==> src/hw/rtl/alpha_over_pixel_blend_unit_assert.svh <==
// Assertion macros for the alpha-over pixel blend unit.
`ifndef ALPHA_OVER_PIXEL_BLEND_UNIT_ASSERT_SVH
`define ALPHA_OVER_PIXEL_BLEND_UNIT_ASSERT_SVH
`ifndef NO_ASSERTIONS
`define AOPB_ASSERT_IMP(name, clk, rst, ante, cons) \
  name: assert property (@(posedge clk) disable iff (rst) (ante) |-> (cons)) \
    else $error("blend unit assertion failed");
`define AOPB_ASSERT_NXT(name, clk, rst, ante, cons) \
  name: assert property (@(posedge clk) disable iff (rst) (ante) |=> (cons)) \
    else $error("blend unit assertion failed");
`else
`define AOPB_ASSERT_IMP(name, clk, rst, ante, cons)
`define AOPB_ASSERT_NXT(name, clk, rst, ante, cons)
`endif
`endif

==> src/hw/rtl/aopb_pkg.sv <==
// Shared constants, types and helpers of the alpha-over pixel blend unit.
`timescale 1ns / 1ps
`default_nettype none
package aopb_pkg;

  localparam logic [7:0]  FULL_ALPHA  = 8'd255;
  localparam logic [7:0]  HALF_ROUND  = 8'd127;
  localparam logic [31:0] RECIP_255   = 32'h0000_8081;
  localparam int          RECIP_SHIFT = 23;

  localparam int NUM_W      = 25;
  localparam int DEN_W      = 16;
  localparam int Q_W        = 8;
  localparam int STEPS      = 2;
  localparam int DIV_STAGES = Q_W / STEPS;
  localparam int REG_IDX_W  = 2;

  typedef enum logic [REG_IDX_W-1:0] {
    REG_LAYER_OPACITY    = 2'd0,
    REG_KEEP_ALPHA       = 2'd1,
    REG_SOURCE_HAS_ALPHA = 2'd2
  } reg_index_t;

  typedef struct packed {
    logic [2:0][7:0] src;
    logic [2:0][7:0] dst;
    logic [2:0][7:0] mixo;
    logic [7:0]      sa;
    logic [7:0]      da;
    logic [7:0]      oa;
    logic [2:0]      sat;
  } fin_t;

  // exact floor(x / 255) for x below 65280
  function automatic logic [7:0] div255(input logic [15:0] x);
    logic [31:0] p;
    p = 32'(x) * RECIP_255;
    return p[RECIP_SHIFT +: 8];
  endfunction

endpackage
`default_nettype wire

==> src/hw/rtl/aopb_div.sv <==
// Pipelined restoring divider giving an 8-bit quotient, two bits per stage.
`timescale 1ns / 1ps
`default_nettype none
module aopb_div
  import aopb_pkg::*;
(
  input  wire logic             clk,
  input  wire logic [NUM_W-1:0] n,
  input  wire logic [DEN_W-1:0] den,
  output logic      [Q_W-1:0]   q
);

  logic [NUM_W-1:0] rem_r [DIV_STAGES-1];
  logic [DEN_W-1:0] den_r [DIV_STAGES-1];
  logic [Q_W-1:0]   q_r   [DIV_STAGES];

  for (genvar g = 0; g < DIV_STAGES; g++) begin : g_stage
    logic [NUM_W-1:0] rem_in;
    logic [NUM_W-1:0] rem_o;
    logic [DEN_W-1:0] den_in;
    logic [Q_W-1:0]   q_in;
    logic [Q_W-1:0]   q_o;

    if (g == 0) begin : g_first
      assign rem_in = n;
      assign den_in = den;
      assign q_in   = '0;
    end else begin : g_rest
      assign rem_in = rem_r[g-1];
      assign den_in = den_r[g-1];
      assign q_in   = q_r[g-1];
    end

    always_comb begin
      logic [NUM_W:0]   trial;
      logic [NUM_W-1:0] sub;
      rem_o = rem_in;
      q_o   = q_in;
      for (int j = 0; j < STEPS; j++) begin
        sub   = NUM_W'(den_in) << (Q_W - 1 - (g * STEPS + j));
        trial = {1'b0, rem_o} - {1'b0, sub};
        if (!trial[NUM_W]) begin
          rem_o = trial[NUM_W-1:0];
          q_o[Q_W - 1 - (g * STEPS + j)] = 1'b1;
        end
      end
    end

    always_ff @(posedge clk) begin
      q_r[g] <= q_o;
    end

    if (g < DIV_STAGES - 1) begin : g_carry
      always_ff @(posedge clk) begin
        rem_r[g] <= rem_o;
        den_r[g] <= den_in;
      end
    end
  end

  assign q = q_r[DIV_STAGES-1];

endmodule
`default_nettype wire

==> config.mk <==
export PLATFORM = sky130hd
export DESIGN_NAME = aopb_div
export DESIGN_NICKNAME = d
export VERILOG_FILES = /design/src/hw/rtl/alpha_over_pixel_blend_unit_assert.svh /design/src/hw/rtl/aopb_pkg.sv /design/src/hw/rtl/aopb_div.sv
export SDC_FILE = /design/constraint.sdc
export NUM_CORES = 1
export LEC_CHECK = 0
export ABC_AREA = 1
export BUFFER_PORTS_ARGS = -buffer_cell sky130_fd_sc_hd__clkbuf_2
export CAP_MARGIN = 10
export CORE_MARGIN = 3
export CORE_UTILIZATION = 49
export DETAILED_ROUTE_END_ITERATION = 10
export HOLD_SLACK_MARGIN = 0.03
export PLACE_DENSITY = 0.66
export SLEW_MARGIN = 20
export SYNTH_ARGS = -nofsm -noshare
export SYNTH_HDL_FRONTEND = slang
export SYNTH_SLANG_ARGS = --single-unit
export TNS_END_PERCENT = 1
==> constraint.sdc <==
create_clock -name clk -period 5.8 [get_ports clk]
set_clock_uncertainty 0.05 [all_clocks]
set_input_delay 0.58 -clock clk [delete_from_list [all_inputs] [get_ports clk]]
set_output_delay 0.58 -clock clk [all_outputs]
set_load 0.05 [all_outputs]
==> impl_metrics.csv <==
group,metric,value,unit
worst_setup_path,crit_arrival,5310,ps
worst_setup_path,cp_slowest_stage_delay,450,ps
worst_setup_path,ff2ff_path_depth,24,
sta,slew_viol_final,0,
sta,finalCritPeriodShare,86.1,%
yosys,ys_top_cells_by_area,"dfxtp_1, nand2_1, ha_1",
cells_and_area,drive_gt1_share,6.73,%
sta,worst_pin_slew,692,ps
worst_setup_path,worstReg2RegEnd,"rem_r[0][40]",
global_routing,grt_pass1_wl,51300,µm
yosys,synth_edf_count,0,
cells_and_area,utilization,54.7,%
yosys,synthArstFlopShare,0,%
clock_tree,cts_buffers,17,
worst_setup_path,cpLargestDelayFamily,"simple AND/OR/NAND/NOR gates",
drt,routedWlPerCell,14.0,µm
cells_and_area,nFillCells,2393,
drt,drt_iter0_drc,675,
floorplan,rows,56,
yosys,ys_warn_count,0,
global_routing,grt_pass1_vias,11000,
yosys,yosysTopAreaCell,"dfxtp_1",
drt,routed_wl,31000,µm
cells_and_area,syn_to_final_growth,9.29,%
worst_setup_path,crit_start,"den_r[0][0]",
pwr,p_total,8.43,mW
worst_setup_path,reg2reg_slack,810,ps
worst_setup_path,cp_max_fo,26,
yosys,synth_ff_type,"dfxtp_1",
sta,fin_ws,808,ps
clock_tree,cts_root_buffer,"clkbuf_16",
place,port_buffers,49,
worst_setup_path,crit_type,"reg2reg",
run,max-cap-violations,0,
global_routing,grt_max_degree,34,
yosys,ys_types,51,
place,dp.cells,2175,
clock_tree,cts_tree,"built",
worst_setup_path,path_cells,"ha_1 -> inv_1 -> fa_1 -> nand2_1 -> inv_1 -> o21ai_0 -> nand2_1 -> nand4_1 -> nand3_1 -> inv_2 -> nand2_1 -> o21ai_0 -> ha_1 -> nand2_1 -> nor2_1 -> a211oi_1 -> o21ai_0 -> nand3_1 -> nand2_1 -> nand3_1 -> nand2_1 -> and2b_2 -> nand2_1 -> nand2_1",
worst_setup_path,worst-path-stages,24,
clock_tree,clk_pin_slew_worst_paths,70,ps
yosys,yosysMostFrequentCell,"nand2_1",
drt,ant_nets,0,
yosys,avgSynthCellArea,6.47,µm²
clock_tree,cts_buffer_depth,2,
worst_setup_path,endpoint,"rem_r[0][40]",
place,dpl_worst_slack,670,ps
floorplan,ioPinCount,50,
place,place_area,12400,µm²
clock_tree,clk_latency,430,ps
yosys,ys_ff_latch,143,
drt,via_per_inst,5.13,
yosys,syn_inst,1824,
pwr,p_per_area,653,nW/µm²
drt,vias,11300,
worst_setup_path,slowest_stage,"inv_2",
run_status,status,"finished clean",
sta,rsz0062_at_grt,"false",
worst_setup_path,cp-end-kind,"flop",
drt,remaining_drc_errors,0,
pwr,p_leak,6.79,nW
worst_setup_path,required,6120,ps
sta,setup_violations,0,
pwr,ir_worst_vdd,206,µV
clock_tree,ctsHtreeMaxLevel,4,
worst_setup_path,cpMostUsedCell,"nand2_1",
floorplan,dieArea,26000,µm²
drt,highest_layer,"met4",
drt,dr.pass1.iters,6,
sta,hold_viol,0,
global_routing,overflow,0,
sta,fin_tns_setup,0,ps
yosys,syn_area,11800,µm²
sta,fin_crit,4990,ps
worst_setup_path,cp_num_buf_inv,3,
place,place_congestion,1.03,
sta,fmax,200,MHz
drt,wl_met3,958,µm
floorplan,die_x,161,µm
floorplan,initial_utilization,50.0,%
place,dp_hpwl,25900,µm
drt,met2_length,15700,µm
yosys,yosysSeqAreaShare,24.2,%
sta,max_slew_margin,53.8,%
worst_setup_path,r2r-start,"den_r[0][0]",
cells_and_area,fin_nets,2051,
global_routing,antenna_found_initial,0,
clock_tree,cts_sinks,143,
cells_and_area,fin_area,12900,µm²
floorplan,die_h,161,µm
cells_and_area,instances_no_fill,2207,
worst_setup_path,startpoint_type,"flop",
yosys,syn_nets,2000,
yosys,synth_commonest_cells,"nand2_1, inv_1, dfxtp_1",
drt,drt-met1-wl,13500,µm
yosys,synth_top_area_share,24.2,%
global_routing,grt_use_total,24.1,%
hold_path,min_from,"n[0]",
cells_and_area,diodes,0,
hold_path,hold_path_class,"in2reg",
clock_tree,post_cts_buffers,0,
sta,whs,190,ps
floorplan,core-area,23600,µm²
-- cells in the final DEF (no fill, tap or decap), drive strengths merged, types with 19 or more instances in the layout --
cell,Yosys,routed
nand2,550,550
inv,258,262
dfxtp,143,143
nor2,143,143
a21oi,128,128
ha,127,127
o21ai,120,120
nand3,113,113
clkbuf,11,67
xor2,50,50
xnor2,42,42
nor3,21,21
a21o,19,19
-- registers in the layout, summed over array words and instances (netlist names) --
signal / cells
den_r: 48
q_r: 20
rem_r: 75
-- cell families after synthesis --
family	count (synthesis)	share of synthesized area, %
XOR/XNOR	92	6.82
flip-flops	143	24.2
buffers and inverters	281	9.31
AO/OA/AOI/OAI	299	13.9
adder cells (fa/ha/maj)	134	14.6
AND/OR/NAND/NOR	875	31.1
-- area by class of cell --
| cell class | count | area [µm²] | area share (%) |
|---|---|---|---|
| Sequential cell | 143 | 2860 | 22.2 |
| Clock inverter | 14 | 109 | 0.843 |
| Timing Repair Buffer | 55 | 290 | 2.25 |
| Multi-Input combinational cell | 1400 | 7850 | 60.8 |
| Tap cell | 319 | 399 | 3.09 |
| Clock buffer | 18 | 429 | 3.32 |
| Inverter | 258 | 968 | 7.50 |
-- worst min path at each step --
stage | slack, ps | depth (start not counted) | to
after floorplan | 260 | 0 | q_r[1][6]
after global placement | 260 | 0 | rem_r[0][26]
after detailed placement | 260 | 0 | rem_r[0][51]
after CTS | 180 | 1 | rem_r[0][0]
after global routing | 170 | 1 | rem_r[0][1]
final | 190 | 1 | rem_r[0][0]
-- per-layer routing --
metal	up-vias	GRT usage [%]
met1	5061	27.7
met5	-	0
met4	0	8.60
met3	58	3.13
met2	214	45.5
li1	5996	-
-- power by group --
group          internal, mW  switching [mW]  total (mW)
combinational          2.24            3.64        5.89
sequential             1.31           0.217        1.53
clock                 0.552           0.459        1.01
total                  4.11            4.32        8.43
-- what timing repair did --
item                       4_1_cts  5_1_grt
hold buffers                     0        0
setup endpoints to repair        0        6
resized for setup                0        1
No activity file was read; power rests on OpenSTA's default activity.
